File: config.mk
export PLATFORM = sky130hd
export DESIGN_NAME = rhh_cfg
export DESIGN_NICKNAME = d
export VERILOG_FILES = /design/src/hw/rtl/rhh_pkg.sv /design/src/hw/rtl/rhh_cfg.sv
export SDC_FILE = /design/constraint.sdc
export NUM_CORES = 1
export LEC_CHECK = 0
export ABC_AREA = 1
export BUFFER_PORTS_ARGS = -buffer_cell sky130_fd_sc_hd__buf_4
export CORE_ASPECT_RATIO = 0.9
export CORE_MARGIN = 5
export CORE_UTILIZATION = 55
export CTS_CLUSTER_DIAMETER = 150
export DETAILED_ROUTE_END_ITERATION = 7
export PLACE_DENSITY = 0.77
export SYNTH_ARGS = -nofsm -noshare
export SYNTH_HDL_FRONTEND = slang
export SYNTH_SLANG_ARGS = --single-unit
export TNS_END_PERCENT = 10
File: constraint.sdc
create_clock -name clk -period 16.3 [get_ports clk]
set_input_delay 2.445 -clock clk [delete_from_list [all_inputs] [get_ports clk]]
set_output_delay 2.445 -clock clk [all_outputs]
set_load 0.01 [all_outputs]
File: src/hw/rtl/rhh_pkg.sv
// Shared types, constants and a helper function for the rainbow hue color generator.
`default_nettype none

package rhh_pkg;

  // Configuration register indexes.
  localparam logic [2:0] REG_HUE_SPEED  = 3'd0;
  localparam logic [2:0] REG_HUE_STEP_X = 3'd1;
  localparam logic [2:0] REG_HUE_STEP_Y = 3'd2;
  localparam logic [2:0] REG_SATURATION = 3'd3;
  localparam logic [2:0] REG_BRIGHTNESS = 3'd4;

  localparam int CFG_DATA_W = 17;
  localparam int CFG_IDX_W  = 3;

  localparam int PCT_MAX       = 100;
  localparam int RST_HUE_SPEED = 2560;
  localparam int RST_STEP_X    = 102;
  localparam int RST_STEP_Y    = 179;

  // A full turn is 360 * 256 = 45 * 2^11 phase units.
  localparam int BLOCK_SHIFT   = 11;
  localparam int HUE_BLOCKS    = 45;
  // 2^12 = 1 (mod 45), and the sign bit of a 31-bit quotient weighs 26 (mod 45).
  localparam int FOLD_SIGN     = 26;
  localparam int FOLD_RECIP    = 23302;
  localparam int FOLD_SHIFT    = 20;

  // One sector is 60 degrees = 15360 phase units = 15 * 2^10.
  localparam int SECTOR_UNITS  = 15360;
  localparam int SECTOR_SPAN   = 15;

  // Channel scale: value * 255 / (100 * 100 * 15360).
  localparam int CH_SCALE      = 255;
  localparam int CH_DENOM      = 153600000;
  localparam int CH_RECIP      = 7130;
  localparam int CH_SHIFT      = 32;

  localparam logic [2:0] SEC_RED_YEL  = 3'd0;
  localparam logic [2:0] SEC_YEL_GRN  = 3'd1;
  localparam logic [2:0] SEC_GRN_CYAN = 3'd2;
  localparam logic [2:0] SEC_CYAN_BLU = 3'd3;
  localparam logic [2:0] SEC_BLU_MAG  = 3'd4;
  localparam logic [2:0] SEC_MAG_RED  = 3'd5;

  typedef struct packed {
    logic signed [16:0] hue_speed;
    logic signed [15:0] hue_step_x;
    logic signed [15:0] hue_step_y;
    logic [13:0]        sat_bri;    // saturation * brightness
    logic [27:0]        base_m;     // m term on the common denominator
    logic [27:0]        full_lvl;   // C + m on the common denominator
  } cfg_t;

  typedef struct packed {
    logic [2:0]  sector;
    logic [13:0] ramp;              // distance into the sector, mirrored in odd sectors
  } hue_t;

  typedef struct packed {
    logic [2:0] sector;
    logic [3:0] rem;
  } sec_split_t;

  // Splits a hue in units of 1024 phase steps (0..89) into sector and position.
  function automatic sec_split_t split_sector(input logic [6:0] hi);
    sec_split_t res;
    res.sector = SEC_RED_YEL;
    if (hi >= 7'(5 * SECTOR_SPAN)) begin
      res.sector = SEC_MAG_RED;
    end else if (hi >= 7'(4 * SECTOR_SPAN)) begin
      res.sector = SEC_BLU_MAG;
    end else if (hi >= 7'(3 * SECTOR_SPAN)) begin
      res.sector = SEC_CYAN_BLU;
    end else if (hi >= 7'(2 * SECTOR_SPAN)) begin
      res.sector = SEC_GRN_CYAN;
    end else if (hi >= 7'(SECTOR_SPAN)) begin
      res.sector = SEC_YEL_GRN;
    end
    res.rem = 4'(hi - 7'(7'(res.sector) * 7'(SECTOR_SPAN)));
    return res;
  endfunction

endpackage

`default_nettype wire

File: src/hw/rtl/rhh_cfg.sv
// Configuration registers and the color terms derived from them.
`default_nettype none

module rhh_cfg (
  input  wire logic                              clk,
  input  wire logic                              rst_n,
  input  wire logic                              cfg_we,
  input  wire logic [rhh_pkg::CFG_IDX_W-1:0]     cfg_index,
  input  wire logic [rhh_pkg::CFG_DATA_W-1:0]    cfg_wdata,
  output rhh_pkg::cfg_t                          cfg_o
);

  logic signed [16:0] speed_r;
  logic signed [15:0] step_x_r;
  logic signed [15:0] step_y_r;
  logic [6:0]         sat_r;
  logic [6:0]         bri_r;
  logic [13:0]        sat_bri_r;
  logic [27:0]        base_m_r;
  logic [27:0]        full_r;
  logic [6:0]         pct_nxt;
  logic [13:0]        sat_bri_nxt;
  logic [27:0]        base_m_nxt;
  logic [27:0]        full_nxt;

  assign pct_nxt = (cfg_wdata[6:0] > 7'(rhh_pkg::PCT_MAX)) ? 7'(rhh_pkg::PCT_MAX)
                                                             : cfg_wdata[6:0];

  always_ff @(posedge clk) begin
    if (!rst_n) begin
      speed_r  <= 17'(rhh_pkg::RST_HUE_SPEED);
      step_x_r <= 16'(rhh_pkg::RST_STEP_X);
      step_y_r <= 16'(rhh_pkg::RST_STEP_Y);
      sat_r    <= 7'(rhh_pkg::PCT_MAX);
      bri_r    <= 7'(rhh_pkg::PCT_MAX);
    end else if (cfg_we) begin
      unique case (cfg_index)
        rhh_pkg::REG_HUE_SPEED:  speed_r  <= $signed(cfg_wdata);
        rhh_pkg::REG_HUE_STEP_X: step_x_r <= $signed(cfg_wdata[15:0]);
        rhh_pkg::REG_HUE_STEP_Y: step_y_r <= $signed(cfg_wdata[15:0]);
        rhh_pkg::REG_SATURATION: sat_r    <= pct_nxt;
        rhh_pkg::REG_BRIGHTNESS: bri_r    <= pct_nxt;
        default: ;
      endcase
    end
  end

  // The derived terms are registered from the configuration registers; base_m uses the registered sat_bri_r.
  assign sat_bri_nxt = 14'(sat_r) * 14'(bri_r);
  assign base_m_nxt  = 28'(14'(14'(bri_r) * 14'(rhh_pkg::PCT_MAX)) - sat_bri_r)
                       * 28'(rhh_pkg::SECTOR_UNITS);
  assign full_nxt    = 28'(bri_r) * 28'(rhh_pkg::PCT_MAX * rhh_pkg::SECTOR_UNITS);

  always_ff @(posedge clk) begin
    if (!rst_n) begin
      sat_bri_r <= 14'(rhh_pkg::PCT_MAX * rhh_pkg::PCT_MAX);
      base_m_r  <= '0;
      full_r    <= 28'(rhh_pkg::CH_DENOM);
    end else begin
      sat_bri_r <= sat_bri_nxt;
      base_m_r  <= base_m_nxt;
      full_r    <= full_nxt;
    end
  end

  always_comb begin
    cfg_o.hue_speed  = speed_r;
    cfg_o.hue_step_x = step_x_r;
    cfg_o.hue_step_y = step_y_r;
    cfg_o.sat_bri    = sat_bri_r;
    cfg_o.base_m     = base_m_r;
    cfg_o.full_lvl   = full_r;
  end

endmodule

`default_nettype wire

==> Word-level counts from Yosys, hierarchy flattened <==
Cells that the tools add are included.
{ "totals": {"regBits": 133, "in_bits": 23, "output_inout_bits": 119, "elab_cells": 27} }
{ "op_classes": {"add_sub_neg": 1, "n_mul": 4, "order_cmp": 1, "eq_ne": 4, "mux": 1, "reduce_logical": 6} }
{ "op_table": {"columns": ["op", "n"], "rows": [
  ["$mul A28 B4 Y18 const B", 1],
  ["$mul A7 B9 Y16 const B", 1],
  ["$sub A14 B14 Y15", 1],
  ["$mul A7 B7 Y14", 1],
  ["$mul A7 B5 Y12 const B", 1],
  ["$reduce_and A2 Y1", 5],
  ["$gt A7 B7 Y1 const B", 1],
  ["$mux W7", 1],
  ["$eq A3 B2 Y1 const B", 2],
  ["$eq A3 B1 Y1 const B", 1],
  ["$eq A3 B3 Y1 const B", 1],
  ["$logic_not A3 Y1", 1]
]} }

==> Depth between registers and ports, before layout <==
{ "logic_depth": {"depth_word": 3, "mapped_depth": 36, "depth_no_buf": 36} }

==> Worst setup path before layout <==
No wires, ideal clock.
{ "synth_timing": {"kind": "reg2reg", "start": "register bri_r[3]", "end": "register base_m_r[27]", "setup_ns": 0.113, "arrival_ns": 5.288, "required_time_ns": 16.187, "slack_ns": 10.898, "path_stages_with_launch": 36, "path_buffers": 0, "synth_period_minus_slack_ns": 5.402, "cell_sequence": "dfxtp_1 > ha_1 > ha_1 > fa_1 > ha_1 > nand3_1 > nand2_1 > a21oi_1 > o21ai_0 > xnor2_1 > inv_1 > ha_1 > nand2_2 > nor2_2 > and2_1 > nand2_1 > nand4_1 > nand2_2 > inv_2 > nand2_2 > nand2_2 > inv_2 > ha_1 > nand3b_1 > nand2_1 > nand2_1 > nand2_1 > inv_1 > ha_1 > inv_1 > nor3_1 > nand3_1 > nand2_1 > nand3_2 > nand2_1 > nor2_2"} }
{ "synth_between": {"elab_chain_len": 3} }
{ "synth_rtl": {"columns": ["element", "line", "source"], "rows": [
  ["start, declared", "rhh_cfg.sv:17", "logic [6:0] bri_r;"],
  ["start signal, assigned", "rhh_cfg.sv:35", "bri_r <= 7'(rhh_pkg::PCT_MAX);"],
  ["start signal, assigned", "rhh_cfg.sv:42", "rhh_pkg::REG_BRIGHTNESS: bri_r <= pct_nxt;"],
  ["$mul A7 B5 Y12", "rhh_cfg.sv:50", "assign base_m_nxt = 28'(14'(14'(bri_r) * 14'(rhh_pkg::PCT_MAX)) - sat_bri_r)"],
  ["$sub A14 B14 Y15", "rhh_cfg.sv:50", null],
  ["$mul A28 B4 Y18", "rhh_cfg.sv:51", "* 28'(rhh_pkg::SECTOR_UNITS);"],
  ["end signal, assigned", "rhh_cfg.sv:61", "base_m_r <= base_m_nxt;"],
  ["end, declared", "rhh_cfg.sv:19", "logic [27:0] base_m_r;"]
]} }
No other way between the ends.
A chain may end at the register's enable or synchronous reset.

==> Worst setup path in the final report <==
Ends and elaborated chain as after synthesis.

==> results.sh <==
export IMPL_critPathCaptureType="register"
export IMPL_worst_setup_path_start_kind="register"
export IMPL_cts_tree="yes"
export IMPL_placementRows=44
export IMPL_r2r_slack_ns=9.93
export IMPL_final_nets=1492
export IMPL_vias_per_cell=5.14
export IMPL_syn_avg_cell_area_sq_um=7.73
export IMPL_hold_viol=0
export IMPL_r2r_cells=35
export IMPL_whs_path_depth=2
export IMPL_final_antenna_net_count=0
export IMPL_synth_cell_types=45
export IMPL_wirelength_um=20600
export IMPL_clock_sinks=111
export IMPL_globalplace_congestion=0.891
export IMPL_setup_viol=0
export IMPL_arrival_ns=6.66
export IMPL_grt_pass1_vias=7279
export IMPL_clock_skew_ns=0.0162
export IMPL_slew_headroom_pct=41.6
export IMPL_run_status="complete, no violations"
export IMPL_wire_per_inst_um=13.8
export IMPL_ys_seq_area_share_pct=24.2
export IMPL_rsz0062_at_grt="false"
export IMPL_ios=142
export IMPL_period_minus_slack_ns=6.37
export IMPL_vias=7674
export IMPL_die_area_sq_um=19300
export IMPL_synth_edf_count=0
export IMPL_finalCritPeriodShare_pct=39.1
export IMPL_cts_buffers=9
export IMPL_path_max_fanout=14
export IMPL_worst_pin_slew_ns=0.875
export IMPL_max_freq_ghz=0.157
export IMPL_crit_top_cell="nand2_1"
export IMPL_hpwl_um=15900
export IMPL_clk_latency_ns=0.38
export IMPL_cts_setup_buffers=0
export IMPL_grt_use_total_pct=21.2
export IMPL_cp_depth=35
export IMPL_cts_resized=0
export IMPL_cts_root_buffer="clkbuf_16"
export IMPL_die_w_um=146
export IMPL_synth_ff_latch_count=111
export IMPL_slowest_stage="dfxtp_1"
export IMPL_clk_transition_reported_paths_ns=0.09
export IMPL_drt_initial_drc_count=420
export IMPL_finalSetupTns_ns=0
export IMPL_h_tree_depth=3
export IMPL_port_buffers=119
export IMPL_final_layout_size_suffix_gt1_share_pct=13.9
export IMPL_antenna_found_initial=0
export IMPL_drc=0
export IMPL_slew_violations=0
export IMPL_holdBufCountCts=0
export IMPL_min_path_type="reg -> reg"
export IMPL_worstSetupPathType="reg -> reg"
export IMPL_synthArstFlopShare_pct=0
export IMPL_n_antenna_cell=0
export IMPL_cp_buffers_inverters=5
export IMPL_chipHeight_um=132
export IMPL_worstPathRequired_ns=16.58
export IMPL_grt_max_degree=100
export IMPL_grt_pass1_wl_um=34600
export IMPL_drt_pass1_iter_count=5
export IMPL_drv_cap=0
export IMPL_crit_family="adder cells"
export IMPL_core_sq_um=16200
export IMPL_max_stage_delay_ns=0.71
export IMPL_synth_ff_type="dfxtp_1"
export IMPL_synthCells=1185
export IMPL_synthToLayoutAreaGrowth_pct=13.7
export IMPL_synth_area_sq_um=9170
export IMPL_grt_ovfl_total=0
export IMPL_yosys_warnings=0
export IMPL_floorplan_initialDensity_pct=56.4
export IMPL_clockBufferDepth=2
## placed cells by master (no fill, tap or decap), drive strengths merged, types with 22 or more instances in the layout
cell type / Yosys / final
a21oi: 82 / 82
dfxtp: 111 / 111
inv: 207 / 212
fa: 67 / 67
ha: 120 / 120
conb: 1 / 22
nand3: 40 / 40
nor2: 122 / 122
nand2: 226 / 226
buf: 23 / 122
o21ai: 84 / 84
## state kept, by name, summed over array words and instances, names as in the netlist
name,flops
base_m_r,18
bri_r,7
full_r,16
sat_bri_r,14
sat_r,7
speed_r,17
step_x_r,16
step_y_r,16
## cells by family (layout without fill, tap and decap cells)
logic type      Yosys count  count (layout)  share of synthesized area, %
other cells               1              22                        0.0409
xor+xnor                 23              23                          2.48
compound gates          192             192                          11.7
simple gates            406             406                          18.5
buf+inv                 265             346                          12.0
flops                   111             111                          24.2
fa+ha+maj               187             187                          31.0
## cells in the mapped netlist, types with 2 or more instances
cell      number  area [sq um]
nand2_1      209           785
inv_1        202           758
ha_1         120          1500
nor2_1       119           447
dfxtp_1      111          2220
o21ai_0       80           400
a21oi_1       78           390
fa_1          67          1340
nand3_1       38           190
clkbuf_1      32           120
buf_4         23           173
nand2_2       14          87.6
xnor2_1       11          96.3
xor2_1        10          87.6
a21o_1         7          52.6
nand4_1        6          37.5
nor3_1         6          30.0
inv_2          5          18.8
o21a_1         4          30.0
nand2_4        3          33.8
nor2_2         3          18.8
o211ai_1       3          22.5
o21bai_1       3          22.5
or2_2          3          18.8
a21oi_2        2          17.5
a21oi_4        2          32.5
a31oi_1        2          12.5
clkbuf_8       2          27.5
nand3_2        2          20.0
o21ai_1        2          10.0
o21ai_2        2          17.5
## per-stage QoR
stage	utilization [%]	cells	hold slack (ns)	cell area, sq um	worst slack, ns
final	64.2	1494	0.466	10400	9.93
after global routing	64.2	1494	0.492	10400	9.48
after floorplan	-	1206	0.462	9240	10.90
after detailed placement	62.2	1478	0.448	10100	10.05
after global placement	62.2	1478	0.442	10100	10.30
after CTS	64.2	1494	0.469	10400	10.03
## worst paths after layout
| kind | from | end |
|---|---|---|
| min | step_x_r[5]$_SDFFE_PN1P_ | step_x_r[5]$_SDFFE_PN1P_ |
| max reg2reg | bri_r[3]$_SDFFE_PN0P_ | base_m_r[27]$_SDFF_PN0_ |
| max | bri_r[3]$_SDFFE_PN0P_ | base_m_r[27]$_SDFF_PN0_ |
| min reg2reg | step_x_r[5]$_SDFFE_PN1P_ | step_x_r[5]$_SDFFE_PN1P_ |
## worst register-to-register path: cells and delay by family, from the launching register on
kind                     cells  cell delay, ns
AO/OA/AOI/OAI                3            0.45
adder cells (fa/ha/maj)      7            2.63
flip-flops                   1            0.71
buffers and inverters        5            0.36
XOR/XNOR                     1            0.16
AND/OR/NAND/NOR             19            1.99
## area by class of cell
cell class / instances / area (sq um)
multi-input cells: 830 / 5920
fillers: 1384 / 5820
flip-flops and latches: 111 / 2220
clock buffers: 9 / 225
clock inverters: 7 / 98.8
repair buffers: 122 / 916
well taps: 207 / 259
inverters: 208 / 781
## per-layer routing
| layer | vias up | track usage [%] | share of wire (%) |
|---|---|---|---|
| met5 | - | 0 | 0 |
| met4 | 0 | 4.23 | 1.1 |
| met3 | 20 | 5.30 | 7.1 |
| met2 | 228 | 35.2 | 48 |
| met1 | 3545 | 28.5 | 44 |
| li1 | 3881 | - | - |
Power is not shown: default switching activity piles up to over one toggle a cycle in this logic, so the estimate is an artifact.
