## src/hw/rtl/rhh_pkg.sv

```systemverilog
// Shared types, constants and a helper function for the rainbow hue color generator.
`default_nettype none

package rhh_pkg;

  // Configuration register indexes.
  localparam logic [2:0] REG_HUE_SPEED  = 3'd0;
  localparam logic [2:0] REG_HUE_STEP_X = 3'd1;
  localparam logic [2:0] REG_HUE_STEP_Y = 3'd2;
  localparam logic [2:0] REG_SATURATION = 3'd3;
  localparam logic [2:0] REG_BRIGHTNESS = 3'd4;

  localparam int CFG_DATA_W = 17;
  localparam int CFG_IDX_W  = 3;

  localparam int PCT_MAX       = 100;
  localparam int RST_HUE_SPEED = 2560;
  localparam int RST_STEP_X    = 102;
  localparam int RST_STEP_Y    = 179;

  // A full turn is 360 * 256 = 45 * 2^11 phase units.
  localparam int BLOCK_SHIFT   = 11;
  localparam int HUE_BLOCKS    = 45;
  // 2^12 = 1 (mod 45), and the sign bit of a 31-bit quotient weighs 26 (mod 45).
  localparam int FOLD_SIGN     = 26;
  localparam int FOLD_RECIP    = 23302;
  localparam int FOLD_SHIFT    = 20;

  // One sector is 60 degrees = 15360 phase units = 15 * 2^10.
  localparam int SECTOR_UNITS  = 15360;
  localparam int SECTOR_SPAN   = 15;

  // Channel scale: value * 255 / (100 * 100 * 15360).
  localparam int CH_SCALE      = 255;
  localparam int CH_DENOM      = 153600000;
  localparam int CH_RECIP      = 7130;
  localparam int CH_SHIFT      = 32;

  localparam logic [2:0] SEC_RED_YEL  = 3'd0;
  localparam logic [2:0] SEC_YEL_GRN  = 3'd1;
  localparam logic [2:0] SEC_GRN_CYAN = 3'd2;
  localparam logic [2:0] SEC_CYAN_BLU = 3'd3;
  localparam logic [2:0] SEC_BLU_MAG  = 3'd4;
  localparam logic [2:0] SEC_MAG_RED  = 3'd5;

  typedef struct packed {
    logic signed [16:0] hue_speed;
    logic signed [15:0] hue_step_x;
    logic signed [15:0] hue_step_y;
    logic [13:0]        sat_bri;    // saturation * brightness
    logic [27:0]        base_m;     // m term on the common denominator
    logic [27:0]        full_lvl;   // C + m on the common denominator
  } cfg_t;

  typedef struct packed {
    logic [2:0]  sector;
    logic [13:0] ramp;              // distance into the sector, mirrored in odd sectors
  } hue_t;

  typedef struct packed {
    logic [2:0] sector;
    logic [3:0] rem;
  } sec_split_t;

  // Splits a hue in units of 1024 phase steps (0..89) into sector and position.
  function automatic sec_split_t split_sector(input logic [6:0] hi);
    sec_split_t res;
    res.sector = SEC_RED_YEL;
    if (hi >= 7'(5 * SECTOR_SPAN)) begin
      res.sector = SEC_MAG_RED;
    end else if (hi >= 7'(4 * SECTOR_SPAN)) begin
      res.sector = SEC_BLU_MAG;
    end else if (hi >= 7'(3 * SECTOR_SPAN)) begin
      res.sector = SEC_CYAN_BLU;
    end else if (hi >= 7'(2 * SECTOR_SPAN)) begin
      res.sector = SEC_GRN_CYAN;
    end else if (hi >= 7'(SECTOR_SPAN)) begin
      res.sector = SEC_YEL_GRN;
    end
    res.rem = 4'(hi - 7'(7'(res.sector) * 7'(SECTOR_SPAN)));
    return res;
  endfunction

endpackage

`default_nettype wire

```

## src/hw/rtl/rhh_phase.sv

```systemverilog
// Hue phase pipeline: phase sum, reduction modulo one turn, and sector split.
`default_nettype none

module rhh_phase (
  input  wire logic                clk,
  input  wire logic                rst_n,
  input  wire logic                adv,
  input  wire rhh_pkg::cfg_t       cfg_i,
  input  wire logic                in_valid,
  input  wire logic signed [15:0]  pos_x,
  input  wire logic signed [15:0]  pos_y,
  input  wire logic [31:0]         time_now,
  output logic                     hue_valid,
  output rhh_pkg::hue_t            hue_o
);

  logic [5:0] vld_r;

  logic signed [49:0] prod_t_r;
  logic signed [31:0] prod_x_r;
  logic signed [31:0] prod_y_r;
  logic signed [49:0] prod_t_nxt;
  logic signed [31:0] prod_x_nxt;
  logic signed [31:0] prod_y_nxt;

  logic signed [41:0] phase_sum;
  logic [30:0]        quo_r;
  logic [10:0]        low2_r;

  logic [13:0]        fold_nxt;
  logic [13:0]        fold_r;
  logic [10:0]        low3_r;

  logic [27:0]        recip_prod;
  logic [7:0]         est_r;
  logic [13:0]        fold4_r;
  logic [10:0]        low4_r;

  logic [13:0]        rem_full;
  logic [6:0]         hi_r;
  logic [9:0]         low5_r;

  rhh_pkg::sec_split_t split;
  logic [13:0]        pos_in_sec;
  logic [2:0]         sector_r;
  logic [13:0]        ramp_r;

  always_ff @(posedge clk) begin
    if (!rst_n) begin
      vld_r <= '0;
    end else if (adv) begin
      vld_r <= {vld_r[4:0], in_valid};
    end
  end

  // Stage 1: the three products.
  assign prod_t_nxt = $signed(cfg_i.hue_speed) * $signed({1'b0, time_now});
  assign prod_x_nxt = $signed(cfg_i.hue_step_x) * pos_x;
  assign prod_y_nxt = $signed(cfg_i.hue_step_y) * pos_y;

  // Stage 2: phase sum; the time term is floored by the arithmetic shift.
  assign phase_sum = 42'(prod_t_r >>> 8) + 42'(prod_x_r) + 42'(prod_y_r);

  // Stage 3: the quotient by 2^11 is folded in 12-bit chunks, since 2^12 is 1 modulo 45.
  assign fold_nxt = 14'(quo_r[11:0]) + 14'(quo_r[23:12]) + 14'(quo_r[29:24])
                    + (quo_r[30] ? 14'(rhh_pkg::FOLD_SIGN) : 14'd0);

  // Stage 4: quotient estimate of the folded value by 45, exact for this range.
  assign recip_prod = 28'(fold_r) * 28'(rhh_pkg::FOLD_RECIP);

  // Stage 5: remainder by 45 gives the hue in units of 2048, then one more bit of it.
  assign rem_full = fold4_r - 14'(14'(est_r) * 14'(rhh_pkg::HUE_BLOCKS));

  // Stage 6: sector and ramp.
  assign split      = rhh_pkg::split_sector(hi_r);
  assign pos_in_sec = {split.rem, low5_r};

  always_ff @(posedge clk) begin
    if (adv) begin
      prod_t_r <= prod_t_nxt;
      prod_x_r <= prod_x_nxt;
      prod_y_r <= prod_y_nxt;
      quo_r    <= phase_sum[41:rhh_pkg::BLOCK_SHIFT];
      low2_r   <= phase_sum[rhh_pkg::BLOCK_SHIFT-1:0];
      fold_r   <= fold_nxt;
      low3_r   <= low2_r;
      est_r    <= recip_prod[rhh_pkg::FOLD_SHIFT +: 8];
      fold4_r  <= fold_r;
      low4_r   <= low3_r;
      hi_r     <= {rem_full[5:0], low4_r[10]};
      low5_r   <= low4_r[9:0];
      sector_r <= split.sector;
      ramp_r   <= split.sector[0] ? 14'(14'(rhh_pkg::SECTOR_UNITS) - pos_in_sec)
                                  : pos_in_sec;
    end
  end

  assign hue_valid    = vld_r[5];
  assign hue_o.sector = sector_r;
  assign hue_o.ramp   = ramp_r;

endmodule

`default_nettype wire

```

## config.mk

```make
export PLATFORM = sky130hd
export DESIGN_NAME = rhh_phase
export DESIGN_NICKNAME = d
export VERILOG_FILES = /design/src/hw/rtl/rhh_pkg.sv /design/src/hw/rtl/rhh_phase.sv
export SDC_FILE = /design/constraint.sdc
export NUM_CORES = 2
export LEC_CHECK = 0
export ABC_AREA = 0
export CORE_MARGIN = 3
export CORE_UTILIZATION = 61
export DETAILED_ROUTE_END_ITERATION = 7
export DONT_BUFFER_PORTS = 1
export HOLD_SLACK_MARGIN = 0.12
export MAX_ROUTING_LAYER = met4
export PLACE_DENSITY = 0.8
export SYNTH_ARGS = -nofsm -noshare
export SYNTH_HDL_FRONTEND = slang
export SYNTH_SLANG_ARGS = --single-unit
export TNS_END_PERCENT = 10
```

## constraint.sdc

```tcl
create_clock -name clk -period 7.5 [get_ports clk]
set_input_delay 1.5 -clock clk [delete_from_list [all_inputs] [get_ports clk]]
set_output_delay 1.5 -clock clk [all_outputs]
set_load 0.01 [all_outputs]
```

== Word level (Yosys, flattened, before mapping) ==
Cells that the tools add are included.
Operators by class
  add/sub/neg operators: 8
  multiply operators: 6
  order comparisons: 5
  multiplexer cells: 7
Operator list (number)
  $add A42 B32 Y42: 2
  $mul A16 B16 Y32: 2
  $mul A17 B33 Y50: 1
  $mul A14 B14 Y27 const B: 1
  $add A13 B6 Y14: 1
  $add A14 B5 Y14: 1
  $ge A7 B6 Y1 const B: 2
  $mux W14: 1
  $sub A14 B14 Y14 const A: 1
  $add A12 B12 Y13: 1
  $mul A8 B6 Y6 const B: 1
  $ge A7 B4 Y1 const B: 1
  $ge A7 B5 Y1 const B: 1
  $ge A7 B7 Y1 const B: 1
  $mux W3: 2
  $sub A6 B6 Y6: 1
  $mux W5: 1
  $mul A3 B4 Y4 const B: 1
  $mux W2: 2
  $sub A4 B4 Y4: 1
  $mux W1: 1
Storage, ports and cells
  flip-flop bits (word level): 246
  input port bits: 187
  output and inout bits: 18
  word-level logic and storage cells: 41

== Longest topological paths before layout ==
  depth after elaboration: 10
  mapped depth: 26
  mapped depth without buffers: 24

== Least setup slack after synthesis ==
No wires, ideal clock.
  path type: in2reg
  start: input pos_y[1]
  end: register prod_y_r[30], data pin
  setup time: 258 ps
  data arrival time: 6996 ps
  data required time: 7242 ps
  setup slack: 247 ps
  stages on the path: 21
  buffers on the path: 1
  cells stage by stage: clkbuf_1 > nand2_1 > fa_1 > inv_1 > fa_1 > fa_1 > inv_1 > fa_1 > inv_1 > fa_1 > fa_1 > ha_1 > a2111oi_2 > o21ai_1 > a221oi_4 > a21oi_2 > o41ai_2 > o21ai_2 > a21o_1 > a21oi_2 > xnor2_1
Between the ends
  word-level cells in the longest chain between the ends: 1
RTL lines
  start, declared: RTL line rhh_phase.sv:11  | input wire logic signed [15:0] pos_y,
  $mul A16 B16 Y32: RTL line rhh_phase.sv:59  | assign prod_y_nxt = $signed(cfg_i.hue_step_y) * pos_y;
  via prod_y_nxt[30]: RTL line rhh_phase.sv:24  | logic signed [31:0] prod_y_nxt;
  end signal, assigned: RTL line rhh_phase.sv:82  | prod_y_r <= prod_y_nxt;
  end, declared: RTL line rhh_phase.sv:21  | logic signed [31:0] prod_y_r;
The timed path passes the listed nets, and every way through them passes these cells.
A chain may end at the register's enable or synchronous reset.

== Final worst setup path ==
  start: input cfg_i[118] in the netlist's numbering
  end: register prod_t_r[38], data pin
Between the ends
  word-level cells in the longest chain between the ends: 1
RTL lines
  start, declared: RTL line rhh_phase.sv:8  | input wire rhh_pkg::cfg_t cfg_i,
  $mul A17 B33 Y50: RTL line rhh_phase.sv:57  | assign prod_t_nxt = $signed(cfg_i.hue_speed) * $signed({1'b0, time_now});
  via prod_t_nxt[38]: RTL line rhh_phase.sv:22  | logic signed [49:0] prod_t_nxt;
  end signal, assigned: RTL line rhh_phase.sv:80  | prod_t_r <= prod_t_nxt;
  end, declared: RTL line rhh_phase.sv:19  | logic signed [49:0] prod_t_r;
The timed path passes the listed nets, and every way through them passes these cells.

==> out/results.txt <==
starting density of the core -> 62.1%
maximum clock rate -> 142 MHz
Die ar. -> 0.0876 sq mm
Crit path depth -> 21
CP Class -> in -> reg
Syn Std Cell Area -> 0.0513 sq mm
Die H -> 296 microns
status -> completed
sequential share of the synthesized area -> 13.7%
clock tree buffer depth -> 3
first-pass GRT wire length -> 189000 microns
CP Data Arrival Time -> 7320 ps
cts repair resizes -> 0
initial antenna violation count -> 1
period utilization -> 94.0%
Critical Path RT -> 7770 ps
CP Cell Sequence -> clkinv_1 -> buf_4 -> buf_4 -> nor2_1 -> fa_1 -> fa_1 -> fa_1 -> fa_1 -> fa_1 -> inv_1 -> fa_1 -> inv_1 -> ha_1 -> nand2_1 -> or4_1 -> a211oi_1 -> a211oi_1 -> and2_1 -> o21ai_0 -> nand2_1 -> xnor2_1
drt wl/cell -> 17.9 microns
CTS HTree Levels -> 1
fin nets -> 6910
CTS root buf -> clkbuf_16
row count -> 105
Iter 0 DRT Violations -> 1901
DR pass1 iterations -> 5
Max-Cap Viols -> 0
crit-path max cell delay -> 540 ps
post-synthesis mux area share -> 0.176%
post-synthesis xor/xnor area fraction -> 3.38%
fin area -> 0.0534 sq mm
GRT overflow -> 0
crit-path leading delay family -> adder cells
Slew headroom -> 39.7%
via density per instance -> 5.64
worst-path maximum fanout -> 10
Tmin final -> 7050 ps
most common cell after layout, fill and taps aside -> inv_1
core area -> 0.0826 sq mm
critical path endpoint category -> flip-flop
number of synthesized flops with an enable pin -> 230
RSZ-0062 raised after global routing -> no
Post-synth top flop -> edfxtp_1
endpoints failing setup -> 0
most frequent cells in the layout -> inv_1 (1256), fa_1 (1071), nand2_1 (637)
Post-DRT Antenna Nets -> 0
origin of the critical flop-to-flop path -> fold_r[2]
Post-synth ARST share -> 0%
Simple-Gate Fraction of Synth Area -> 12.8%
crit path to -> prod_t_r[38]
total negative setup slack -> 0 ps
Worst Setup Start Kind -> input port
Placed Area -> 0.0526 sq mm
vias post-DR -> 35251
area leader, netlist -> fa_1
share of cells above drive strength 1 -> 2.82%
largest net degree at the start of global routing -> 237
HP Start -> low2_r[2]
worst hold path type -> reg -> reg
total global routing track utilization -> 27.7%
Worst Path Buf+Inv -> 5
average size of a mapped cell -> 9.83 sq um
Slowest cell on crit path -> fa_1
Yosys reg bits -> 236
Num CTS Buffers -> 24
syn_nets -> 6969
I/O pins -> 205
ranking of synthesized cells by area -> fa_1 (42%), edfxtp_1 (13%), ha_1 (12%)
reg-to-reg slack, setup -> 1840 ps
Synth top area share -> 41.8%
Adder-Cell Fraction of Synth Area -> 53.8%
IO buf count -> 0
compound-cell area share of the yosys netlist -> 5.85%
Crit path top cell by count -> fa_1
worst skew pair latency -> 540 ps
clk slew on worst S/H paths -> 60 ps
reg2reg path depth -> 19
Total Wirelength -> 112000 microns
DRC -> 0
Least-Margin Pin Slew -> 904 ps
Final Hold Viols -> 0
synthesized instance count -> 5220
CP startpoint -> cfg_i[118]
Final Skew -> 13.2 ps
gpl congestion -> 0.907
vias in the first global route -> 38716
postcts setup bufs -> 0
Syn. warnings -> 0
fin. max-slew vios -> 0
Clock Sinks -> 236
Yosys cell types -> 78
main combinational cell family by area after synthesis -> adder cells
hold_buf cts -> 0
Detailed Place HPWL -> 89300 microns
TritonCTS clock tree -> yes
Die Span X -> 296 microns
Reg2Reg Capture Point -> est_r[5]
Layout area overhead -> 4.06%
## cell usage after synthesis (4+ instances only)
library cell and n:
nand2_1 637, a31oi_1 13, and3_1 15, nor3_1 25
a31o_2 8, inv_1 1256, mux2i_1 9, o21ai_1 11
o21bai_1 27, o21a_1 20, ha_1 491, a21oi_2 8
nand2b_1 40, nor2_1 122, nand3_1 31, a21oi_1 128
edfxtp_1 230, clkbuf_1 152, a211oi_1 22, nand4_1 8
a21boi_0 4, or3_1 7, o31ai_1 5, o211ai_1 8
dfxtp_1 6, fa_1 1071, nor4_1 9, xnor2_1 147
o21ai_0 62, nor2b_1 20, xor2_1 51, and2_1 432
a2111oi_0 5, a21o_1 69
## through the flow
stage          setup WS [ps]  utilization (%)  std cells  hold WS, ps
2_1_floorplan            247                -       5220          400
4_1_cts                  200             64.6       6249          419
3_3_place_gp            -306             63.6       6205          403
6_report                 449             64.6       6250          417
3_5_place_dp            -345             63.6       6205          405
5_1_grt                  229             64.6       6249          421
## sequential cells by signal, summed over array words and instances (netlist names)
| register | count |
|---|---|
| est_r | 6 |
| fold4_r | 6 |
| low2_r | 11 |
| prod_y_r | 32 |
| prod_t_r | 42 |
| hi_r | 7 |
| ramp_r | 14 |
| low4_r | 11 |
| sector_r | 3 |
| fold_r | 14 |
| low5_r | 10 |
| low3_r | 11 |
| vld_r | 6 |
| quo_r | 31 |
| prod_x_r | 32 |
## how the worst min path moves through the flow
stage	end	slack, ps	cells past startpoint
finish	low3_r[2]	420	0
global route	low4_r[8]	420	0
CTS	low3_r[2]	420	0
detailed placement	low3_r[2]	400	0
global placement	low3_r[1]	400	0
floorplan	hi_r[0]	400	0
## final cells by class
cell class	instances	area, sq um
Timing Repair Buffer	67	503
Clock buffer	26	629
Antenna cell	1	2.50
Tap cell	1070	1340
Clock inverter	18	174
Inverter	1259	4730
Sequential cell	236	7030
Fill cell	6377	29200
Multi-Input combinational cell	3573	39000
## metal layers
layer | GRT usage [%] | up-vias | wire [microns]
met4 | 10.4 | 0 | 4970
met2 | 47.5 | 1200 | 57200
li1 | - | 15664 | -
met3 | 3.04 | 359 | 6430
met1 | 34.1 | 18028 | 43200
met5 | - | - | 0
## cell families (layout without fill, tap and decap cells)
| family | count (synthesis) | count (layout) |
|---|---|---|
| other cells | 0 | 1 |
| buf+inv | 1411 | 1370 |
| mux | 9 | 9 |
| fa+ha+maj | 1562 | 1562 |
| flops | 236 | 236 |
| simple gates | 1361 | 1361 |
| compound gates | 443 | 443 |
| xor+xnor | 198 | 198 |
Power is left out: the tool's default activity adds up to more than one toggle a clock period on the data nets, which glitch-free logic cannot reach.
