--- src/hw/rtl/rhh_pkg.sv ---
// Shared types, constants and a helper function for the rainbow hue color generator.
`default_nettype none

package rhh_pkg;

  // Configuration register indexes.
  localparam logic [2:0] REG_HUE_SPEED  = 3'd0;
  localparam logic [2:0] REG_HUE_STEP_X = 3'd1;
  localparam logic [2:0] REG_HUE_STEP_Y = 3'd2;
  localparam logic [2:0] REG_SATURATION = 3'd3;
  localparam logic [2:0] REG_BRIGHTNESS = 3'd4;

  localparam int CFG_DATA_W = 17;
  localparam int CFG_IDX_W  = 3;

  localparam int PCT_MAX       = 100;
  localparam int RST_HUE_SPEED = 2560;
  localparam int RST_STEP_X    = 102;
  localparam int RST_STEP_Y    = 179;

  // A full turn is 360 * 256 = 45 * 2^11 phase units.
  localparam int BLOCK_SHIFT   = 11;
  localparam int HUE_BLOCKS    = 45;
  // 2^12 = 1 (mod 45), and the sign bit of a 31-bit quotient weighs 26 (mod 45).
  localparam int FOLD_SIGN     = 26;
  localparam int FOLD_RECIP    = 23302;
  localparam int FOLD_SHIFT    = 20;

  // One sector is 60 degrees = 15360 phase units = 15 * 2^10.
  localparam int SECTOR_UNITS  = 15360;
  localparam int SECTOR_SPAN   = 15;

  // Channel scale: value * 255 / (100 * 100 * 15360).
  localparam int CH_SCALE      = 255;
  localparam int CH_DENOM      = 153600000;
  localparam int CH_RECIP      = 7130;
  localparam int CH_SHIFT      = 32;

  localparam logic [2:0] SEC_RED_YEL  = 3'd0;
  localparam logic [2:0] SEC_YEL_GRN  = 3'd1;
  localparam logic [2:0] SEC_GRN_CYAN = 3'd2;
  localparam logic [2:0] SEC_CYAN_BLU = 3'd3;
  localparam logic [2:0] SEC_BLU_MAG  = 3'd4;
  localparam logic [2:0] SEC_MAG_RED  = 3'd5;

  typedef struct packed {
    logic signed [16:0] hue_speed;
    logic signed [15:0] hue_step_x;
    logic signed [15:0] hue_step_y;
    logic [13:0]        sat_bri;    // saturation * brightness
    logic [27:0]        base_m;     // m term on the common denominator
    logic [27:0]        full_lvl;   // C + m on the common denominator
  } cfg_t;

  typedef struct packed {
    logic [2:0]  sector;
    logic [13:0] ramp;              // distance into the sector, mirrored in odd sectors
  } hue_t;

  typedef struct packed {
    logic [2:0] sector;
    logic [3:0] rem;
  } sec_split_t;

  // Splits a hue in units of 1024 phase steps (0..89) into sector and position.
  function automatic sec_split_t split_sector(input logic [6:0] hi);
    sec_split_t res;
    res.sector = SEC_RED_YEL;
    if (hi >= 7'(5 * SECTOR_SPAN)) begin
      res.sector = SEC_MAG_RED;
    end else if (hi >= 7'(4 * SECTOR_SPAN)) begin
      res.sector = SEC_BLU_MAG;
    end else if (hi >= 7'(3 * SECTOR_SPAN)) begin
      res.sector = SEC_CYAN_BLU;
    end else if (hi >= 7'(2 * SECTOR_SPAN)) begin
      res.sector = SEC_GRN_CYAN;
    end else if (hi >= 7'(SECTOR_SPAN)) begin
      res.sector = SEC_YEL_GRN;
    end
    res.rem = 4'(hi - 7'(7'(res.sector) * 7'(SECTOR_SPAN)));
    return res;
  endfunction

endpackage

`default_nettype wire

--- src/hw/rtl/rhh_div.sv ---
// Scales one channel level to 0..255 by a reciprocal estimate and one correction step.
`default_nettype none

module rhh_div (
  input  wire logic        clk,
  input  wire logic        adv,
  input  wire logic [27:0] level,
  output logic [7:0]       chan
);

  logic [35:0] scaled_r;
  logic [8:0]  est_r;
  logic [40:0] recip_prod;
  logic [35:0] resid;
  logic [8:0]  fixed;
  logic [7:0]  chan_r;

  // The estimate is never high and at most one low.
  assign recip_prod = 41'(level) * 41'(rhh_pkg::CH_RECIP);
  assign resid      = scaled_r - 36'(36'(est_r) * 36'(rhh_pkg::CH_DENOM));
  assign fixed      = est_r + ((resid >= 36'(rhh_pkg::CH_DENOM)) ? 9'd1 : 9'd0);

  always_ff @(posedge clk) begin
    if (adv) begin
      scaled_r <= 36'(level) * 36'(rhh_pkg::CH_SCALE);
      est_r    <= recip_prod[rhh_pkg::CH_SHIFT +: 9];
      chan_r   <= fixed[7:0];
    end
  end

  assign chan = chan_r;

endmodule

`default_nettype wire

--- src/hw/rtl/rhh_color.sv ---
// Color stages: chroma ramp product, channel selection by sector, and scaling to 8 bits.
`default_nettype none

module rhh_color (
  input  wire logic          clk,
  input  wire logic          rst_n,
  input  wire logic          adv,
  input  wire rhh_pkg::cfg_t cfg_i,
  input  wire logic          hue_valid,
  input  wire rhh_pkg::hue_t hue_i,
  output logic               out_valid,
  output logic [7:0]         red,
  output logic [7:0]         green,
  output logic [7:0]         blue
);

  logic [3:0]  vld_r;
  logic [27:0] xn_r;
  logic [2:0]  sector_r;
  logic [27:0] lvl_x;
  logic [27:0] lvl_r_nxt;
  logic [27:0] lvl_g_nxt;
  logic [27:0] lvl_b_nxt;
  logic [27:0] lvl_r_r;
  logic [27:0] lvl_g_r;
  logic [27:0] lvl_b_r;

  always_ff @(posedge clk) begin
    if (!rst_n) begin
      vld_r <= '0;
    end else if (adv) begin
      vld_r <= {vld_r[2:0], hue_valid};
    end
  end

  assign lvl_x = xn_r + cfg_i.base_m;

  always_comb begin
    unique case (sector_r)
      rhh_pkg::SEC_RED_YEL: begin
        lvl_r_nxt = cfg_i.full_lvl; lvl_g_nxt = lvl_x;          lvl_b_nxt = cfg_i.base_m;
      end
      rhh_pkg::SEC_YEL_GRN: begin
        lvl_r_nxt = lvl_x;          lvl_g_nxt = cfg_i.full_lvl; lvl_b_nxt = cfg_i.base_m;
      end
      rhh_pkg::SEC_GRN_CYAN: begin
        lvl_r_nxt = cfg_i.base_m;   lvl_g_nxt = cfg_i.full_lvl; lvl_b_nxt = lvl_x;
      end
      rhh_pkg::SEC_CYAN_BLU: begin
        lvl_r_nxt = cfg_i.base_m;   lvl_g_nxt = lvl_x;          lvl_b_nxt = cfg_i.full_lvl;
      end
      rhh_pkg::SEC_BLU_MAG: begin
        lvl_r_nxt = lvl_x;          lvl_g_nxt = cfg_i.base_m;   lvl_b_nxt = cfg_i.full_lvl;
      end
      default: begin
        lvl_r_nxt = cfg_i.full_lvl; lvl_g_nxt = cfg_i.base_m;   lvl_b_nxt = lvl_x;
      end
    endcase
  end

  always_ff @(posedge clk) begin
    if (adv) begin
      xn_r     <= 28'(cfg_i.sat_bri) * 28'(hue_i.ramp);
      sector_r <= hue_i.sector;
      lvl_r_r  <= lvl_r_nxt;
      lvl_g_r  <= lvl_g_nxt;
      lvl_b_r  <= lvl_b_nxt;
    end
  end

  rhh_div u_div_red (
    .clk   (clk),
    .adv   (adv),
    .level (lvl_r_r),
    .chan  (red)
  );

  rhh_div u_div_green (
    .clk   (clk),
    .adv   (adv),
    .level (lvl_g_r),
    .chan  (green)
  );

  rhh_div u_div_blue (
    .clk   (clk),
    .adv   (adv),
    .level (lvl_b_r),
    .chan  (blue)
  );

  assign out_valid = vld_r[3];

endmodule

`default_nettype wire

--- config.mk ---
export PLATFORM = sky130hd
export DESIGN_NAME = rhh_color
export DESIGN_NICKNAME = d
export VERILOG_FILES = /design/src/hw/rtl/rhh_pkg.sv /design/src/hw/rtl/rhh_div.sv /design/src/hw/rtl/rhh_color.sv
export SDC_FILE = /design/constraint.sdc
export NUM_CORES = 2
export LEC_CHECK = 0
export BUFFER_PORTS_ARGS = -buffer_cell sky130_fd_sc_hd__buf_4
export CAP_MARGIN = 40
export CORE_MARGIN = 1.5
export CORE_UTILIZATION = 45
export DETAILED_ROUTE_END_ITERATION = 10
export GPL_ROUTABILITY_DRIVEN = 1
export SLEW_MARGIN = 20
export SYNTH_ARGS = -nofsm -noshare
export SYNTH_HDL_FRONTEND = slang
export SYNTH_HIERARCHICAL = 1
export SYNTH_SLANG_ARGS = --single-unit
--- constraint.sdc ---
create_clock -name clk -period 6.1 [get_ports clk]
set_input_delay 0 -clock clk [delete_from_list [all_inputs] [get_ports clk]]
set_output_delay 0 -clock clk [all_outputs]
set_load 0.03 [all_outputs]
### After elaboration in Yosys (flattened, before gate mapping)

Index checks and enable logic that the tools add are counted.

| operators by class | value |
|---|---|
| multiply operators | 10 |
| muxes and demuxes | 6 |
| shift-type cells | 0 |
| div/mod/pow operators | 0 |
| reductions and logical operators | 7 |
| magnitude comparators | 3 |
| bitwise logic cells | 0 |
| add/sub/neg operators | 7 |
| eq/ne operators | 4 |

Operators by type and width:

| cell | count |
|---|---|
| case mux 28 bit (2 select lines) | 3 |
| multiplier 28 x 12 -> 40 bit (second input constant) | 3 |
| greater-or-equal comparator 36 x 28 -> 1 bit (second input constant) | 3 |
| multiplier 28 x 8 -> 36 bit (second input constant) | 3 |
| subtractor 36 bit | 3 |
| multiplier 9 x 14 -> 22 bit (second input constant) | 3 |
| adder 28 bit | 1 |
| multiplier 14 x 14 -> 28 bit | 1 |
| adder 8 bit | 3 |
| OR reduction 2 bit | 6 |
| == test 3 x 2 -> 1 bit (second input constant) | 2 |
| == test 3 x 1 -> 1 bit (second input constant) | 1 |
| == test 3 bit (second input constant) | 1 |
| zero test 3 bit | 1 |
| two-way mux 1 bit | 3 |

| storage, ports and cells | value |
|---|---|
| bits in writable memories | 0 |
| memory bits (read-only) | 0 |
| register bits after elaboration | 278 |
| output and inout port bits | 25 |
| logic and storage cells | 52 |
| memories kept | 0 |
| latch bits | 0 |
| input port bits | 140 |

### Depth between registers and ports, before layout

| logic depth | value |
|---|---|
| depth in word-level cells | 5 |
| depth in mapped cells | 32 |
| gate-level depth less buffers | 32 |

### Modules after synthesis

The synthesis kept the hierarchy.

By module, submodules not included:

| module | times used | area each (µm²) | sequential area each (µm²) | cells an instance |
|---|---|---|---|---|
| rhh_div (u_div_green) | 1 | 14,963.1 | 1,171.1 | 1,495 |
| rhh_div (u_div_red) | 1 | 14,906.8 | 1,171.1 | 1,490 |
| rhh_div (u_div_blue) | 1 | 14,875.5 | 1,171.1 | 1,442 |
| rhh_color | 1 | 13,533.0 | 3,533.4 | 1,462 |

### Worst setup path before layout

OpenSTA, ideal clock, no wires.

| path | value |
|---|---|
| path type | flip-flop to flip-flop |
| from | register u_div_blue.est_r[6] |
| to | register u_div_blue.chan_r[6], in the netlist u_div_blue/chan[6] (data pin) |
| stages on the path, launching flop included | 30 |
| arrival time | 6.487 ns |
| buffers on the path | 0 |
| period minus slack after synthesis | 6.752 ns |
| data required time | 5.836 ns |
| slack | -0.652 ns |
| setup time | 0.264 ns |
| cells stage by stage | edfxtp_1 > fa_1 > inv_1 > fa_1 > inv_1 > fa_1 > inv_1 > fa_1 > inv_1 > ha_1 > a21boi_0 > o21ai_0 > a21oi_1 > o21ai_0 > nand2b_1 > xnor2_1 > ha_1 > a21o_1 > a21oi_1 > a21boi_0 > a41o_1 > a41o_1 > o41ai_1 > xor2_1 > nand4_1 > ha_1 > nand2_1 > nor2_1 > nand2_1 > xnor2_1 |

| between the ends | value |
|---|---|
| word-level cells in the longest chain between the ends | 5 |

Ends and longest elaborated chain:

| item | line | RTL |
|---|---|---|
| start, declared | rhh_div.sv:12 | `logic [8:0] est_r;` |
| start signal, assigned | rhh_div.sv:26 | `est_r <= recip_prod[rhh_pkg::CH_SHIFT +: 9];` |
| multiplier 9 x 14 -> 22 bit | rhh_div.sv:20 | `assign resid = scaled_r - 36'(36'(est_r) * 36'(rhh_pkg::CH_DENOM));` |
| subtractor 36 bit | rhh_div.sv:20 |  |
| greater-or-equal comparator 36 x 28 -> 1 bit | rhh_div.sv:21 | `assign fixed = est_r + ((resid >= 36'(rhh_pkg::CH_DENOM)) ? 9'd1 : 9'd0);` |
| two-way mux 1 bit | rhh_div.sv:21 |  |
| adder 8 bit * | rhh_div.sv:21 |  |
| via u_div_blue.fixed[6] | rhh_div.sv:15 | `logic [8:0] fixed;` |
| end signal, assigned | rhh_div.sv:27 | `chan_r <= fixed[7:0];` |
| end, declared | rhh_div.sv:16 | `logic [7:0] chan_r;` |

The timed path passes the listed nets; every way through them passes the cells marked *.
A chain may end at the register's enable or synchronous reset.

### Worst setup path after layout

| path | value |
|---|---|
| from | register u_div_blue.est_r[7] |
| to | register u_div_blue.chan_r[7], in the netlist u_div_blue/chan[7] (data pin) |

Same word-level chain as after synthesis.

==> impl_metrics.toml <==
[detailed_routing]
drc = 0
finalWirelength_um = 143000
top_layer_used = "met5"
met1Wirelength_um = 64200
vias_per_cell = 5.12
drt_first_iter_violations = 2126
first_pass_detailed_route_iteration_total = 5
antenna_left = 0
met2RoutedLength_um = 70200
met3_wl_post_dr_um = 5380
total_number_of_vias = 43000
avgRoutedWirePerCell_um = 17.1

[final_layout]
final_layout_size_suffix_gt1_frac = 0.147
area_growth_pct = 17.8
final_net_count = 8692

[placement]
dpl_worst_slack_ns = -0.703
detailedPlacementHpwl_um = 123000
routabilityCongestion = 0.909
io_buffers = 115

[global_routing]
grt_start_max_net_pins = 86
grt_pass1_vias = 46100
global_route.usage.total = 0.226
antenna_found_initial = 6
grt-ovfl-total = 0
global_route_wire_length_before_repair_um = 239000

[floorplan]
dieWidth_um = 363
overall_die_area_sq_um = 132000
start_util = 0.455
die_height_um = 363
number_of_placed_i_o_pins = 165
placeableCoreArea_sq_um = 128000
rows = 131

[synthesis]
synthesis.area_per_instance_sq_um = 9.90
dominantRegCellSynth = "sky130_fd_sc_hd__edfxtp_1"
yosys_warnings = 6
ys_ff_latch = 236
synthSimpleGateAreaFrac = 0.0794
synth_cells = 5889
yosys.area_share.adder = 0.549
synth_nets = 7955
synthXorXnorAreaFrac = 0.0377
yosys-mux-area-fraction = 0.00404
synth_cell_types = 102
postSynth.asyncResetShare = 0
post_synth_edffs = 232
synth-compound-area-share = 0.111
largest_family_of_logic_cells_by_synthesized_area = "adder cells"
yosysSeqAreaShare = 0.121
syn_area_sq_um = 58300

[critical_path]
critPathArrivalTime_ns = 6.97
worstSetupPathType = "reg -> reg"
critical_path_maximum_fanout = 3
worst_path_largest_cell_delay_ns = 0.62
cp-start-kind = "flip-flop"
critical_path.most_common_cell = "sky130_fd_sc_hd__fa_1"
endpoint_kind = "flip-flop"
cp_num_buf_inv = 3
cp.required_ns = 6.45
critPathSlowestCell = "sky130_fd_sc_hd__fa_1"
top_cell_family_by_delay_on_the_critical_path = "adder cells"

[clocking]
htreeDepth = 2
clockBufferDepth = 3
worst_skew_pair.late_latency_ns = 0.62
clock_tree_from_tritoncts = "done"
cts_made_buffers = 36
root_buffer = "sky130_fd_sc_hd__clkbuf_16"
cts.sinks = 236
clk_pin_slew_worst_paths_ns = 0.06

[sta]
setup_slack_ns = -0.528
timing.max_slew.rel_slack = 0.424
finalWorstPathRequiredPeriod_ns = 6.63
grt_setup_unrepaired = "yes"
setup-violations-final = 24
final.period_utilization = 1.09
report.final.slew_viol_count = 0
worst-slew-pin-transition_ns = 0.856
finalHoldViolations = 0
clock.fmax_mhz = 151
timing.clock.skew_ns = 0.0347

[run_status]
violations_in_the_final_reports = "setup timing"
run_status = "finished with violations"

[run]
cap_viol_max_count = 0

[min_path]
holdCritPathClass = "in -> reg"
cell type report:
type / count / area [sq um]
clock inverter: 24 / 231
clock buffer: 39 / 912
fill: 11600 / 59300
multi-input combinational: 4141 / 46600
timing repair buffer: 782 / 6300
sequential: 236 / 7050
antenna: 5 / 12.5
inverter: 1429 / 5360
tap: 1729 / 2160
what timing repair did:
action,4_1_cts,5_1_grt
hold endpoints to repair,166,0
gates resized for setup,73,100
setup endpoints to repair,32,39
buffers inserted,30,57
hold buffers,97,0
pin swaps,85,92
worst paths after layout:
kind	from	cells after the start	slack, ns	endpoint
worst min register to register	vld_r[0]$_SDFFE_PN0P_	2	0.51	vld_r[1]$_SDFFE_PN0P_
worst max-delay path	u_div_blue/est_r[7]$_DFFE_PP_	28	-0.53	u_div_blue/chan[7]$_DFFE_PP_
worst max register to register	u_div_blue/est_r[7]$_DFFE_PP_	28	-0.53	u_div_blue/chan[7]$_DFFE_PP_
worst min-delay path	cfg_i[57]	4	0.12	xn_r[2]$_DFFE_PP_
worst register-to-register path: cells and delay by family, from the launching register on:
| kind | cells | cell delay (ns) |
|---|---|---|
| adder cells (fa/ha/maj) | 7 | 2.58 |
| AO/OA/AOI/OAI | 9 | 1.79 |
| AND/OR/NAND/NOR | 5 | 0.73 |
| XOR/XNOR | 4 | 0.61 |
| flip-flops | 1 | 0.42 |
| buffers and inverters | 3 | 0.22 |
per-layer routing:
metal,track usage,up-vias
li1,-,20600
met1,0.306,21400
met2,0.396,744
met3,0.0195,172
met4,0.0485,4
met5,0,-
metrics by stage:
stage | utilization | std cells | hold slack, ns | TNS (ns) | instance area, sq um
floorplan | - | 5889 | 0.0989 | -2.39 | 58500
global placement | 0.508 | 8132 | 0.180 | -10.65 | 65000
detailed placement | 0.508 | 8134 | 0.181 | -13.24 | 65000
CTS | 0.529 | 8324 | 0.0751 | -7.46 | 67700
global route | 0.536 | 8381 | 0.103 | -15.22 | 68700
finish | 0.537 | 8385 | 0.118 | -6.82 | 68700
layout by cell type (no fill, tap or decap), types with 15 or more instances in the layout:
master	n
sky130_fd_sc_hd__inv_1	1416
sky130_fd_sc_hd__fa_1	1024
sky130_fd_sc_hd__ha_1	842
sky130_fd_sc_hd__buf_4	660
sky130_fd_sc_hd__nand2_1	321
sky130_fd_sc_hd__a21oi_1	272
sky130_fd_sc_hd__edfxtp_1	232
sky130_fd_sc_hd__nor2_1	182
sky130_fd_sc_hd__o21ai_0	161
sky130_fd_sc_hd__xnor2_1	152
sky130_fd_sc_hd__a21o_1	105
sky130_fd_sc_hd__and2_1	104
sky130_fd_sc_hd__dlygate4sd3_1	97
sky130_fd_sc_hd__xor2_1	93
sky130_fd_sc_hd__nand3_1	55
sky130_fd_sc_hd__nor3_1	53
sky130_fd_sc_hd__o21a_1	42
sky130_fd_sc_hd__nand4_1	40
sky130_fd_sc_hd__clkbuf_16	36
sky130_fd_sc_hd__nor2b_1	31
sky130_fd_sc_hd__nand2b_1	30
sky130_fd_sc_hd__a31oi_1	29
sky130_fd_sc_hd__a211oi_1	29
sky130_fd_sc_hd__o21bai_1	29
sky130_fd_sc_hd__a22oi_1	29
sky130_fd_sc_hd__o22ai_1	29
sky130_fd_sc_hd__fa_2	27
sky130_fd_sc_hd__ha_4	26
sky130_fd_sc_hd__o211ai_1	25
sky130_fd_sc_hd__o21ai_1	23
sky130_fd_sc_hd__o31ai_1	21
sky130_fd_sc_hd__mux2i_1	19
sky130_fd_sc_hd__and3_1	17
sky130_fd_sc_hd__a211o_1	15
sky130_fd_sc_hd__a21oi_2	15
state kept, by name (all words and copies together), names as in the netlist, 8 cells and up:
name / count
lvl_g_r: 28
u_div_green/chan: 8
u_div_red/est_r: 9
u_div_red/scaled_r: 22
lvl_b_r: 28
u_div_green/est_r: 9
u_div_green/scaled_r: 22
u_div_blue/chan: 8
u_div_red/chan: 8
u_div_blue/est_r: 9
xn_r: 28
lvl_r_r: 28
u_div_blue/scaled_r: 22
synth_stat cells, types with 18 or more instances:
master,n,area (sq um)
sky130_fd_sc_hd__a211oi_1,35,263
sky130_fd_sc_hd__a21o_1,105,788
sky130_fd_sc_hd__a21oi_1,288,1440
sky130_fd_sc_hd__a22oi_1,29,218
sky130_fd_sc_hd__a31oi_1,32,200
sky130_fd_sc_hd__and2_1,105,657
sky130_fd_sc_hd__and3_1,18,113
sky130_fd_sc_hd__clkbuf_1,78,293
sky130_fd_sc_hd__edfxtp_1,232,6970
sky130_fd_sc_hd__fa_1,1051,21000
sky130_fd_sc_hd__ha_1,875,10900
sky130_fd_sc_hd__inv_1,1428,5360
sky130_fd_sc_hd__mux2i_1,19,190
sky130_fd_sc_hd__nand2_1,330,1240
sky130_fd_sc_hd__nand2b_1,30,188
sky130_fd_sc_hd__nand3_1,61,305
sky130_fd_sc_hd__nand4_1,40,250
sky130_fd_sc_hd__nor2_1,191,717
sky130_fd_sc_hd__nor2b_1,33,206
sky130_fd_sc_hd__nor3_1,58,290
sky130_fd_sc_hd__o211ai_1,25,188
sky130_fd_sc_hd__o21a_1,42,315
sky130_fd_sc_hd__o21ai_0,178,891
sky130_fd_sc_hd__o21bai_1,29,218
sky130_fd_sc_hd__o22ai_1,29,181
sky130_fd_sc_hd__o31ai_1,23,173
sky130_fd_sc_hd__xnor2_1,155,1360
sky130_fd_sc_hd__xor2_1,96,841
logic make-up after synthesis:
group | after synthesis
adder cells (fa/ha/maj) | 1926
buffers and inverters | 1512
AO/OA/AOI/OAI | 989
AND/OR/NAND/NOR | 952
XOR/XNOR | 251
flip-flops | 236
multiplexers | 23
Power is left out: the tool's default activity adds up to more than one toggle a clock period on the data nets, which glitch-free logic cannot reach.
